`config.mk`:
```
export PLATFORM = sky130hd
export DESIGN_NAME = flpte_ctrl
export DESIGN_NICKNAME = d
export VERILOG_FILES = /design/src/rtl/flpte_pkg.sv /design/src/rtl/flpte_ctrl.sv
export SDC_FILE = /design/constraint.sdc
export NUM_CORES = 1
export LEC_CHECK = 0
export ABC_AREA = 0
export BUFFER_PORTS_ARGS = -buffer_cell sky130_fd_sc_hd__buf_4
export CAP_MARGIN = 20
export CELL_PAD_IN_SITES_DETAIL_PLACEMENT = 0
export CELL_PAD_IN_SITES_GLOBAL_PLACEMENT = 1
export CORE_ASPECT_RATIO = 1.2
export CORE_UTILIZATION = 35
export CTS_CLUSTER_DIAMETER = 40
export DETAILED_ROUTE_END_ITERATION = 10
export PLACE_DENSITY_LB_ADDON = 0.08
export SETUP_SLACK_MARGIN = 0.05
export SLEW_MARGIN = 10
export SYNTH_ARGS = -nofsm -noshare
export SYNTH_HDL_FRONTEND = slang
export SYNTH_SLANG_ARGS = --single-unit
export TNS_END_PERCENT = 5
```
`constraint.sdc`:
```
create_clock -name clk -period 2.2 [get_ports clk]
set_clock_uncertainty 0.2 [all_clocks]
set_input_delay 0.22 -clock clk [delete_from_list [all_inputs] [get_ports clk]]
set_output_delay 0.22 -clock clk [all_outputs]
set_load 0.005 [all_outputs]
```
`src/rtl/flpte_pkg.sv`:
```
// Shared types and constants for the four-level page table engine.
// No dependencies.
package flpte_pkg;

    localparam int TABLE_FRAMES = 64;
    localparam int ENTRIES      = 512;
    localparam int IDX_W        = 9;
    localparam int FRAME_W      = $clog2(TABLE_FRAMES);
    localparam int NF_W         = $clog2(TABLE_FRAMES + 1);
    localparam int MEM_AW       = FRAME_W + IDX_W;
    localparam int PFN_W        = 40;

    localparam logic [1:0] MODE_MAP       = 2'd0;
    localparam logic [1:0] MODE_UNMAP     = 2'd1;
    localparam logic [1:0] MODE_TRANSLATE = 2'd2;

    localparam logic [1:0] ST_DONE        = 2'd0;
    localparam logic [1:0] ST_NOT_PRESENT = 2'd1;
    localparam logic [1:0] ST_NO_FRAMES   = 2'd2;

    localparam logic [1:0] LVL_PML4 = 2'd0;
    localparam logic [1:0] LVL_PD   = 2'd2;
    localparam logic [1:0] LVL_PT   = 2'd3;

    localparam logic [63:0] LINK_FLAGS = 64'h7;
    localparam int          PRESENT_BIT = 0;
    localparam int          LARGE_BIT   = 7;

    typedef struct packed {
        logic load;
        logic rd;
        logic clr_step;
        logic clr_root;
        logic advance;
        logic set_missing;
        logic link;
        logic leaf;
        logic st_not_present;
        logic st_no_frames;
        logic addr_large;
        logic addr_leaf;
        logic out_load;
    } cmd_t;

    typedef struct packed {
        logic       present;
        logic       big_page;
        logic       in_pool;
        logic [1:0] lvl;
        logic [1:0] mode;
        logic [1:0] missing;
        logic       no_room;
        logic       clr_last;
        logic       init_last;
        logic       out_busy;
    } stat_t;

endpackage

```
`src/rtl/flpte_ctrl.sv`:
```
// Controller state machine: sequences walks, table allocation and clearing.
// Depends on flpte_pkg.
module flpte_ctrl (
    input  logic              clk,
    input  logic              rst_n,
    input  logic              in_valid,
    output logic              in_ready,
    input  flpte_pkg::stat_t  stat,
    output flpte_pkg::cmd_t   cmd
);
    import flpte_pkg::*;

    typedef enum logic [8:0] {
        S_INIT  = 9'b000000001,
        S_IDLE  = 9'b000000010,
        S_RD    = 9'b000000100,
        S_EV    = 9'b000001000,
        S_CHK   = 9'b000010000,
        S_CLR   = 9'b000100000,
        S_LINK  = 9'b001000000,
        S_LEAF  = 9'b010000000,
        S_DONE  = 9'b100000000
    } state_t;

    state_t state_reg;
    state_t state_next;

    assign in_ready = state_reg == S_IDLE;

    always_comb
    begin
        cmd        = '0;
        state_next = state_reg;
        unique case (state_reg)
            S_INIT:
            begin
                cmd.clr_step = 1'b1;
                cmd.clr_root = 1'b1;
                if (stat.init_last)
                    state_next = S_IDLE;
            end
            S_IDLE:
            begin
                if (in_valid)
                begin
                    cmd.load   = 1'b1;
                    state_next = S_RD;
                end
            end
            S_RD:
            begin
                if (stat.mode == MODE_MAP || stat.mode == MODE_UNMAP
                    || stat.mode == MODE_TRANSLATE)
                begin
                    cmd.rd     = 1'b1;
                    state_next = S_EV;
                end
                else
                    state_next = S_DONE;
            end
            S_EV:
            begin
                if (stat.mode == MODE_MAP)
                begin
                    if (!stat.present)
                    begin
                        cmd.set_missing = 1'b1;
                        state_next      = S_CHK;
                    end
                    else if (!stat.in_pool)
                    begin
                        cmd.st_not_present = 1'b1;
                        state_next         = S_DONE;
                    end
                    else
                    begin
                        cmd.advance = 1'b1;
                        state_next  = (stat.lvl == LVL_PD) ? S_CHK : S_RD;
                    end
                end
                else if (stat.mode == MODE_UNMAP)
                begin
                    if (!stat.present || !stat.in_pool)
                    begin
                        cmd.st_not_present = 1'b1;
                        state_next         = S_DONE;
                    end
                    else
                    begin
                        cmd.advance = 1'b1;
                        state_next  = (stat.lvl == LVL_PD) ? S_LEAF : S_RD;
                    end
                end
                else
                begin
                    if (!stat.present)
                    begin
                        cmd.st_not_present = 1'b1;
                        state_next         = S_DONE;
                    end
                    else if (stat.lvl == LVL_PD && stat.big_page)
                    begin
                        cmd.addr_large = 1'b1;
                        state_next     = S_DONE;
                    end
                    else if (stat.lvl == LVL_PT)
                    begin
                        cmd.addr_leaf = 1'b1;
                        state_next    = S_DONE;
                    end
                    else if (!stat.in_pool)
                    begin
                        cmd.st_not_present = 1'b1;
                        state_next         = S_DONE;
                    end
                    else
                    begin
                        cmd.advance = 1'b1;
                        state_next  = S_RD;
                    end
                end
            end
            S_CHK:
            begin
                if (stat.no_room)
                begin
                    cmd.st_no_frames = 1'b1;
                    state_next       = S_DONE;
                end
                else if (stat.missing == 2'd0)
                    state_next = S_LEAF;
                else
                    state_next = S_CLR;
            end
            S_CLR:
            begin
                cmd.clr_step = 1'b1;
                if (stat.clr_last)
                    state_next = S_LINK;
            end
            S_LINK:
            begin
                cmd.link   = 1'b1;
                state_next = (stat.missing == 2'd1) ? S_LEAF : S_CLR;
            end
            S_LEAF:
            begin
                cmd.leaf   = 1'b1;
                state_next = S_DONE;
            end
            S_DONE:
            begin
                if (!stat.out_busy)
                begin
                    cmd.out_load = 1'b1;
                    state_next   = S_IDLE;
                end
            end
            default:
                state_next = S_IDLE;
        endcase
    end

    always_ff @(posedge clk or negedge rst_n)
    begin
        if (!rst_n)
            state_reg <= S_INIT;
        else
            state_reg <= state_next;
    end

endmodule

```
After elaboration in Yosys (flattened, before gate mapping)
Index checks and enable logic that the tools add are counted.
- muxes and demuxes: 59
- equality and inequality tests: 18
- reductions and logical operators: 10
- operator list (kind ; count):
    two-way mux 9 bit ; 15
    case mux 9 bit (9 select lines) ; 1
    two-way mux 1 bit ; 34
    two-way mux 8 bit ; 3
    two-way mux 2 bit ; 5
    equality test 9 x 1 -> 1 bit (second input constant) ; 1
    equality test 9 x 2 -> 1 bit (second input constant) ; 1
    equality test 9 x 3 -> 1 bit (second input constant) ; 1
    equality test 9 x 4 -> 1 bit (second input constant) ; 1
    equality test 9 x 5 -> 1 bit (second input constant) ; 1
    equality test 9 x 6 -> 1 bit (second input constant) ; 1
    equality test 9 x 7 -> 1 bit (second input constant) ; 1
    equality test 9 x 8 -> 1 bit (second input constant) ; 1
    equality test 9 bit (second input constant) ; 1
    inequality test 2 bit (second input constant) ; 4
    equality test 2 bit (second input constant) ; 3
    two-way mux 5 bit ; 1
    equality test 2 x 1 -> 1 bit (second input constant) ; 2
    logical NOT 2 bit ; 2
    AND reduction 4 bit ; 1
    logical OR 1 bit ; 3
    logical NOT 1 bit ; 2
    OR reduction 2 bit ; 1
    logical AND 1 bit ; 1
- register bits after elaboration: 9
- output and inout port bits: 14

Longest topological paths before layout
Gate-level depths: netlist of the first run.
- depth after elaboration: 7
- mapped depth: 5
- gate-level depth less buffers: 4

Worst setup path before layout of the first run
OpenSTA, ideal clock, no wires.
- kind: register -> output
- start: reg state_reg[7]
- end: out cmd[7] in the netlist's numbering
- setup slack: 0.340 ns
- arrival time: 1.440 ns
- cell stages (with the launch flop): 5
- cell sequence: dfrtp_1 > nor4_4 > nand4_2 > or3_4 > nor2_1
- RTL lines (item ; RTL line ; source):
    start, declared ; flpte_ctrl.sv:25 ; state_t state_reg;
    start signal, assigned ; flpte_ctrl.sv:169 ; state_reg <= state_next;
    end, declared ; flpte_ctrl.sv:9 ; output flpte_pkg::cmd_t cmd

==> results of run 1 <==
-- path summary, 6_finish.rpt --
kind | to | depth (start not counted) | start | slack, ns
hold / removal | state_reg[4]$_DFFE_PN0P_ | 3 | stat[10] | 0.04
min in group asynchronous | state_reg[1]$_DFFE_PN0P_ | 2 | rst_n | 0.11
hold reg to reg | state_reg[3]$_DFFE_PN0P_ | 3 | state_reg[8]$_DFFE_PN0P_ | 0.51
max in group asynchronous | state_reg[0]$_DFFE_PN1P_ | 2 | rst_n | 1.45
setup / recovery | cmd[7] | 5 | state_reg[7]$_DFFE_PN0P_ | 0.04
setup reg to reg | state_reg[1]$_DFFE_PN0P_ | 4 | state_reg[0]$_DFFE_PN1P_ | 0.34
-- cell usage in the layout, fill, tap and decap left out, types with 2 or more instances in the layout --
| cell type | Yosys | routed |
|---|---|---|
| and3_1 | 5 | 5 |
| o22ai_1 | 2 | 2 |
| clkbuf_4 | 0 | 3 |
| nor2_2 | 0 | 2 |
| nor3_1 | 5 | 5 |
| nand3b_1 | 2 | 2 |
| nand4_1 | 6 | 6 |
| nor2_1 | 11 | 9 |
| dfrtp_1 | 8 | 7 |
| a21oi_1 | 2 | 2 |
| o211ai_1 | 2 | 2 |
| nor4b_1 | 6 | 5 |
| nand3_1 | 2 | 2 |
| nor2b_1 | 3 | 3 |
| nor3b_1 | 7 | 6 |
| nor4_1 | 2 | 2 |
| inv_1 | 4 | 4 |
| nand2_1 | 7 | 7 |
| buf_4 | 0 | 38 |
| o311ai_0 | 2 | 2 |
| o21ai_0 | 2 | 2 |
| dlygate4sd3_1 | 0 | 5 |
-- metrics by stage --
step | std cells | setup TNS (ns) | power (mW) | utilization (%)
detailed placement | 170 | 0 | 0.692 | 49.7
finish | 180 | 0 | 0.854 | 54.2
floorplan | 109 | 0 | 0.509 | -
global placement | 170 | 0 | 0.685 | 49.7
global route | 180 | -0.0450 | 0.919 | 54.2
CTS | 180 | 0 | 0.851 | 53.8
-- layer usage --
layer	track usage, %	vias to the layer above	part of all wire, %
li1	-	499	-
met1	26.7	490	45
met2	37.3	28	51
met3	3.86	4	3.1
met4	7.14	0	1.1
met5	0	-	0
-- worst reg2reg max path, stage by stage, from the launching register on --
cell and delay (ns):
dfstp_2 0.66, nor4b_1 0.38, o311ai_0 0.22, and3b_1 0.22, a21oi_1 0.13
-- what timing repair did --
item | 4_1_cts | 5_1_grt
pin swaps | 2 | 2
hold buffers | 5 | 0
endpoints found under the setup margin | 3 | 8
buffers inserted | 1 | 0
hold endpoints to repair | 14 | 0
resized for setup | 3 | 3
-- power by group through the flow --
stage	Sequential, mW	Clock (mW)	Combinational [mW]
3_5_place_dp	0.222	0	0.470
2_1_floorplan	0.206	0	0.302
3_3_place_gp	0.221	0	0.464
6_report	0.218	0.137	0.499
5_1_grt	0.222	0.149	0.548
4_1_cts	0.218	0.139	0.494
-- cell families (layout without fill, tap and decap cells) --
group / Yosys count / in the layout / share of synthesized area [%]
DFF: 9 / 9 / 25.8
buffers and inverters: 11 / 51 / 5.71
AOI/OAI and AO/OA: 19 / 19 / 16.4
and+or+nand+nor: 69 / 69 / 51.1
xor gates and xnor gates: 1 / 1 / 0.999
-- final cells by class --
| cell class | instances | area (um2) | share of cell area (%) |
|---|---|---|---|
| repair buffers | 43 | 335 | 26.5 |
| clock buffers | 4 | 26.3 | 2.08 |
| multi-input cells | 89 | 621 | 49.1 |
| well taps | 31 | 38.8 | 3.07 |
| inverters | 4 | 15.0 | 1.19 |
| flip-flops and latches | 9 | 228 | 18.0 |
==> out/results.ini, run 1 <==
[sta]
whs_ns = 0.0365
hold_viol = 0
fin_ws_ns = 0.0436
period_share_pct = 98.0
worstMarginPinSlew_ns = 0.451
grt_setup_unrepaired = yes
min_period_ns = 2.16
setup_violations = 0
fmax_mhz = 464
drv_slew = 0
slew_headroom_pct = 69.5

[global_route]
grt.total_usage_pct = 22.0
gr-total-overflow = 0
antenna_found_initial = 0
grt_pass1_wl_um = 4350
grt_max_degree = 12
grt_pass1_vias = 1008

[critical_path]
path_cells = nor4_4, nand4_2, or3_4, nor2_2, buf_4
crit_type = flip-flop to output pin
crit_family = simple AND/OR/NAND/NOR gates
crit_fanout = 3
critical_path_required_ns = 1.78
critPathArrivalTime_ns = 1.74
cpPeakStageDelay_ns = 0.42
path_buf_inv = 1
critPathCaptureType = output pin
critPathLaunchType = flip-flop
slowest_stage = dfrtp_1

[drt]
dr.pass1.iters = 4
drc = 0
drt-wirelength-per-cell_um = 14.4
vias_per_cell = 5.67
ant_nets = 0
via_count = 1021
drt_wl_total_um = 2590
drtIter0Drc = 31

[logic_synthesis]
avgSynthCellArea_um2 = 8.05
synthArstFlopShare_pct = 100
yosysMostFrequentCell = nor2_1
ys_ff_latch = 9
synth_edf_count = 0
synth_area_leaders = dfrtp_1, nor3b_1, nor4b_1
syn_nets = 125
syn_inst = 109
syn_area_um2 = 877
yosys-top-cells-count = nor2_1, dfrtp_1, nand2_1, nor3b_1
ys_seq_area_share_pct = 25.8
yosysUniqueCellTypes = 44
yosys.area.top_type = dfrtp_1
synth_top_area_share_pct = 22.8
ys_warn_count = 0
synth_flop_cell = dfrtp_1

[die]
die_area_um2 = 2710
die_x_um = 47.7
coreArea_um2 = 2330
rows = 19
die_y_um = 56.8
start_util_pct = 37.6
io_pins = 30

[clock_network]
clk_pin_slew_ns = 0.07
worstSkewPairLatency_ns = 0.27
tritoncts = yes
htreeDepth = 1
cts_num_sinks = 9
cts_root_buf = clkbuf_4
cts_max_path_buffers = 2
cts_buffers = 3

[pwr]
combPwrFrac_pct = 58.4
ir_worst_vdd_uv = 273
clkPwrFrac_pct = 16.1
power_switching_share_pct = 40.6
power_density_nw_per_um2 = 676
switchingPower_uw = 346
p_seq_share_pct = 25.5
p_int_uw = 508
leakagePower_nw = 0.575

[place]
place_area_um2 = 1160
gp_congestion = 0.738
port_buffers = 29
dp_hpwl_um = 1970
post-place-ws_ns = 0.287

[final_layout]
nets = 166
largest_register_ffs = 9
drive_gt1_share_pct = 35.6
num_antenna_cells = 0
postLayoutCellArea_um2 = 1260
n_fill_cell = 241
area_growth_pct = 44.1

[outcome]
status = finished clean

[job]
maxCapViolCount = 0

[min_path]
min_path_type = primary input to flip-flop

No activity file was read; power rests on OpenSTA's default activity.
==> run 2, diff against run 1 <==
- BUFFER_PORTS_ARGS: -buffer_cell sky130_fd_sc_hd__buf_4 -> default
- CORE_UTILIZATION: 35 -> 43
- DONT_BUFFER_PORTS: default -> 1
- MAX_ROUTING_LAYER: default -> met4
==> run 2 against run 1 <==
Compared with the run above: setup slack better by 0.045 ns; critical path type unchanged; critical path depth decreased by 1; core utilization up 4.0 points; die area is 18% lower; sequential share of layout area is 2.9 points higher; total power decreased by 7.7%; fmax is 2.1% higher; global-route usage is 2.8 points higher; combinational power fell by 18%; sequential cell count is the same; largest power group unchanged.
==> out/results.ini, run 2 (synthesis results as in run 1) <==
[drt]
drt-wirelength-per-cell_um = 17.3  ; +20%
via_count = 949  ; -7.1%
drc = 0  ; unchanged
drtIter0Drc = 29  ; -6.5%
dr.pass1.iters = 4  ; unchanged
ant_nets = 0  ; unchanged
drt_wl_total_um = 2490  ; -4.0%
vias_per_cell = 6.59  ; +16%

[critical_path]
critical_path_required_ns = 1.78  ; about the same
crit_type = flip-flop to output pin
crit_fanout = 3  ; unchanged
slowest_stage = dfrtp_2
critPathCaptureType = output pin
crit_family = simple AND/OR/NAND/NOR gates
critPathArrivalTime_ns = 1.69  ; -0.05 ns
path_cells = nor4_4, nand4_2, or3_4, nor2_4
critPathLaunchType = flip-flop
path_buf_inv = 0  ; -1
cpPeakStageDelay_ns = 0.43  ; about the same

[sta]
fin_ws_ns = 0.0882  ; +0.0446 ns
slew_headroom_pct = 70.0  ; +0.49 points
hold_viol = 0  ; unchanged
min_period_ns = 2.11  ; -0.0446 ns
fmax_mhz = 474  ; +2.1%
whs_ns = 0.0156  ; -0.0209 ns
setup_violations = 0  ; unchanged
drv_slew = 0  ; unchanged
grt_setup_unrepaired = yes
worstMarginPinSlew_ns = 0.444  ; -0.00720 ns
period_share_pct = 96.0  ; -2.0 points

[die]
die_area_um2 = 2230  ; -18%
start_util_pct = 46.9  ; +9.2 points
io_pins = 30  ; unchanged
die_x_um = 43.2  ; -9.4%
die_y_um = 51.5  ; -9.4%
rows = 17  ; -2
coreArea_um2 = 1870  ; -20%

[final_layout]
drive_gt1_share_pct = 18.4  ; -17 points
num_antenna_cells = 0  ; unchanged
layout_common_cells = dlygate4sd3_1, nor2_1
layout_commonest_cell = dlygate4sd3_1
n_fill_cell = 174  ; -28%
nets = 142  ; -14%
area_growth_pct = 24.4
largest_register_ffs = 9  ; unchanged

[pwr]
power_density_nw_per_um2 = 722  ; +6.9%
leakagePower_nw = 0.445  ; -23%
ir_worst_vdd_uv = 390  ; +43%

[clock_network]
cts_num_sinks = 9  ; unchanged
cts_buffers = 3  ; unchanged
htreeDepth = 1  ; unchanged
clk_pin_slew_ns = 0.07  ; about the same
tritoncts = yes
worstSkewPairLatency_ns = 0.26  ; about the same
cts_root_buf = clkbuf_4
cts_max_path_buffers = 2  ; unchanged

[global_route]
antenna_found_initial = 0  ; unchanged
grt.total_usage_pct = 24.8  ; +2.8 points
grt_pass1_wl_um = 4040  ; -7.3%
grt_pass1_vias = 880  ; -13%
gr-total-overflow = 0  ; unchanged
grt_max_degree = 13  ; +1

[min_path]
min_path_type = primary input to flip-flop

[place]
port_buffers = 0  ; -100%
post-place-ws_ns = 0.315  ; +0.0279 ns
gp_congestion = 0.837  ; +13%
dp_hpwl_um = 1670  ; -15%

[job]
maxCapViolCount = 0  ; unchanged

[outcome]
status = finished clean

-- run 2: cell type report --
class,count,area (um2),area share (%)
sequential,9,228,20.9
clock buffer,4,26.3,2.41
timing repair buffer,19,174,15.9
inverter,4,15.0,1.38
multi-input combinational,89,624,57.2
tap,19,23.8,2.18
-- run 2: through the flow --
| step | power (mW) | std cells | setup TNS [ns] | area [um2] | utilization (%) |
|---|---|---|---|---|---|
| final | 0.788 | 144 | 0 | 1090 | 58.3 |
| after global routing | 0.857 | 144 | -0.0173 | 1090 | 58.3 |
| after CTS | 0.769 | 143 | 0 | 1060 | 56.6 |
| after detailed placement | 0.600 | 125 | 0 | 896 | 47.9 |
| after global placement | 0.597 | 125 | 0 | 896 | 47.9 |
| after floorplan | 0.509 | 109 | 0 | 877 | - |
-- run 2: what timing repair did --
item	4_1_cts	5_1_grt
hold buffers	11	0
pin swaps	1	6
hold endpoints to repair	15	0
resized for setup	2	6
setup endpoints to repair	1	6
buffers inserted	3	1
-- run 2: report_power, final --
group	switching [mW]	internal (mW)	leakage (nW)
Clock	0.0624	0.0701	0.0150
Sequential	0.0553	0.190	0.115
Combinational	0.215	0.196	0.315
-- run 2: worst reg2reg max path: stages (launching register included) --
cell and delay [ns]:
dfstp_2 0.61, buf_4 0.16, nor4b_1 0.32, o311ai_0 0.21, and3b_1 0.22, a21oi_1 0.15
-- run 2: per-layer routing --
metal	track usage, %	part of all wire [%]
met1	31.9	41
met2	40.3	52
met3	2.47	6.1
met4	9.09	0.48
met5	-	0
-- run 2: worst paths after layout --
check / startpoint / to / slack (ns) / cells after the start
worst max-delay path: state_reg[7]$_DFFE_PN0P_ / cmd[7] / 0.09 / 4
worst min-delay path: stat[6] / state_reg[3]$_DFFE_PN0P_ / 0.02 / 2
worst max register to register: state_reg[0]$_DFFE_PN1P_ / state_reg[1]$_DFFE_PN0P_ / 0.25 / 5
worst min register to register: state_reg[7]$_DFFE_PN0P_ / state_reg[7]$_DFFE_PN0P_ / 0.56 / 3
max in group asynchronous: rst_n / state_reg[0]$_DFFE_PN1P_ / 1.32 / 1
min in group asynchronous: rst_n / state_reg[4]$_DFFE_PN0P_ / 0.14 / 1
==> run 3, diff against run 2 <==
- CORE_ASPECT_RATIO: 1.2 -> 1.1
==> run 3 against run 2 <==
Compared with the run above: first-iteration DRC count fell by 17%; fmax fell by 2.1%; die area hardly changed.
==> out/results.ini, run 3 (synthesis results as in run 1) <==
[outcome]
status = finished clean

[pwr]
combPwrFrac_pct = 53.2  ; +1.1 points
p_seq_share_pct = 30.1  ; -1.0 points
power_density_nw_per_um2 = 691  ; -4.3%
p_int_uw = 455  ; -0.16%
leakagePower_nw = 0.502  ; +13%
power_switching_share_pct = 43.1  ; +0.93 points
ir_worst_vdd_uv = 615  ; +58%
clkPwrFrac_pct = 16.7  ; about the same
switchingPower_uw = 345  ; +3.7%

[drt]
drtIter0Drc = 24  ; -17%
dr.pass1.iters = 4  ; unchanged
drt-wirelength-per-cell_um = 16.5  ; -4.4%
drt_wl_total_um = 2620  ; +5.5%
via_count = 990  ; +4.3%
drc = 0  ; unchanged
vias_per_cell = 6.23  ; -5.5%
ant_nets = 0  ; unchanged

[critical_path]
critPathLaunchType = flip-flop
crit_type = flip-flop to output pin
critical_path_required_ns = 1.78  ; about the same
crit_fanout = 4  ; +1
r2r-start = state_reg[0]$_DFFE_PN1P_
critPathCaptureType = output pin
cp-startpoint = state_reg[7]$_DFFE_PN0P_
critPathArrivalTime_ns = 1.74  ; +0.05 ns

[sta]
hold_viol = 0  ; unchanged
min_period_ns = 2.16  ; +0.0451 ns
drv_slew = 0  ; unchanged
tns_ns = 0  ; unchanged
grt_setup_unrepaired = yes
slew_headroom_pct = 63.0  ; -7.0 points
setup_violations = 0  ; unchanged
period_share_pct = 98.0  ; +2.1 points
worstMarginPinSlew_ns = 0.548  ; +0.104 ns
fmax_mhz = 464  ; -2.1%

[final_layout]
layout_commonest_cell = buf_4
area_growth_pct = 32.0
nets = 149  ; +4.9%
n_fill_cell = 179  ; +2.9%
layout_common_cells = buf_4, dlygate4sd3_1, nor2_1, nand2_1, dfrtp_1
drive_gt1_share_pct = 22.7  ; +4.3 points
final_cell_count_no_fill = 159  ; +10%
multi_input_area_um2 = 628  ; +0.60%
largest_register_ffs = 9  ; unchanged
num_antenna_cells = 0  ; unchanged
seq_area_um2 = 228  ; unchanged

[min_path]
hold_start = stat[7]
min_path_type = primary input to flip-flop

[place]
dp_hpwl_um = 1750  ; +4.6%
gp_congestion = 0.803  ; -4.1%
place_inst = 134  ; +7.2%
port_buffers = 0  ; unchanged

[global_route]
grt_pass1_wl_um = 4250  ; +5.3%
grt_max_degree = 13  ; unchanged
gr-total-overflow = 0  ; unchanged
grt.total_usage_pct = 26.6  ; +1.8 points
grt_pass1_vias = 933  ; +6.0%
antenna_found_initial = 0  ; unchanged

[die]
coreArea_um2 = 1840  ; -1.6%
io_pins = 30  ; unchanged
die_y_um = 49.4  ; -4.1%
rows = 16  ; -1
die_x_um = 45.1  ; +4.2%
die_area_um2 = 2220  ; about the same
start_util_pct = 47.6  ; +0.76 points

[clock_network]
cts_max_path_buffers = 2  ; unchanged
cts_root_buf = clkbuf_4
worstSkewPairLatency_ns = 0.27  ; about the same
cts_num_sinks = 9  ; unchanged
clk_pin_slew_ns = 0.07  ; about the same
htreeDepth = 1  ; unchanged
tritoncts = yes
cts_buffers = 3  ; unchanged

[job]
maxCapViolCount = 0  ; unchanged

-- run 3: cell types whose count changed in the layout (fill, tap and decap cells not counted), sizes merged --
cell / delta
buf: +6
clkbuf: -1
dlygate4sd3: +1
clkinv: +1
-- run 3: worst paths after layout --
| path | cells after the start | slack (ns) | end |
|---|---|---|---|
| worst max-delay path | 4 | 0.04 | cmd[7] |
| max in group asynchronous | 1 | 1.31 | state_reg[7]$_DFFE_PN0P_ |
| worst min register to register | 3 | 0.49 | state_reg[0]$_DFFE_PN1P_ |
| worst max register to register | 5 | 0.22 | state_reg[1]$_DFFE_PN0P_ |
| worst min-delay path | 2 | 0.009 | state_reg[3]$_DFFE_PN0P_ |
| min in group asynchronous | 1 | 0.14 | state_reg[2]$_DFFE_PN0P_ |
-- run 3: power groups by stage --
stage | Sequential [mW] | Combinational [mW] | Clock, mW
floorplan | 0.206 | 0.302 | 0
CTS | 0.238 | 0.408 | 0.139
finish | 0.241 | 0.425 | 0.134
global route | 0.247 | 0.460 | 0.147
detailed placement | 0.237 | 0.368 | 0
global placement | 0.238 | 0.358 | 0
-- run 3: cell type report --
cell class              instances  area share [%]
repair buffers                 26            19.5
clock buffers                   3            1.95
well taps                      27            2.92
clock inverters                 1           0.432
flip-flops and latches          9            19.7
inverters                       4            1.30
multi-input cells              89            54.3
-- run 3: per-layer routing --
metal	track usage (%)	up-vias	part of all wire (%)
met5	-	-	0
met4	7.07	0	0.53
met3	8.52	2	6.7
met2	40.1	41	51
met1	33.8	472	41
li1	-	475	-
-- run 3: what timing repair did --
action,CTS,global route
endpoints found under the hold margin,15,0
gates resized for setup,3,4
buffers inserted,7,2
pin swaps,1,3
endpoints found under the setup margin,4,5
hold buffers,12,0
-- run 3: worst max-delay path, stage by stage, from the launching register on --
cell and delay, ns:
dfrtp_2 0.44, nor4_4 0.39, nand4_2 0.16, or3_4 0.37, nor2_2 0.10
-- run 3: metrics by stage --
| stage | area, um2 | util, % | hold slack [ns] | worst slack (ns) | total power [mW] |
|---|---|---|---|---|---|
| 2_1_floorplan | 877 | - | -0.276 | 0.340 | 0.509 |
| 3_3_place_gp | 913 | 49.6 | -0.275 | 0.315 | 0.595 |
| 3_5_place_dp | 913 | 49.6 | -0.275 | 0.271 | 0.605 |
| 4_1_cts | 1120 | 61.0 | 0.00207 | 0.0376 | 0.785 |
| 5_1_grt | 1160 | 62.8 | 0.0145 | -0.0176 | 0.854 |
| 6_report | 1160 | 62.8 | 0.00875 | 0.0431 | 0.800 |
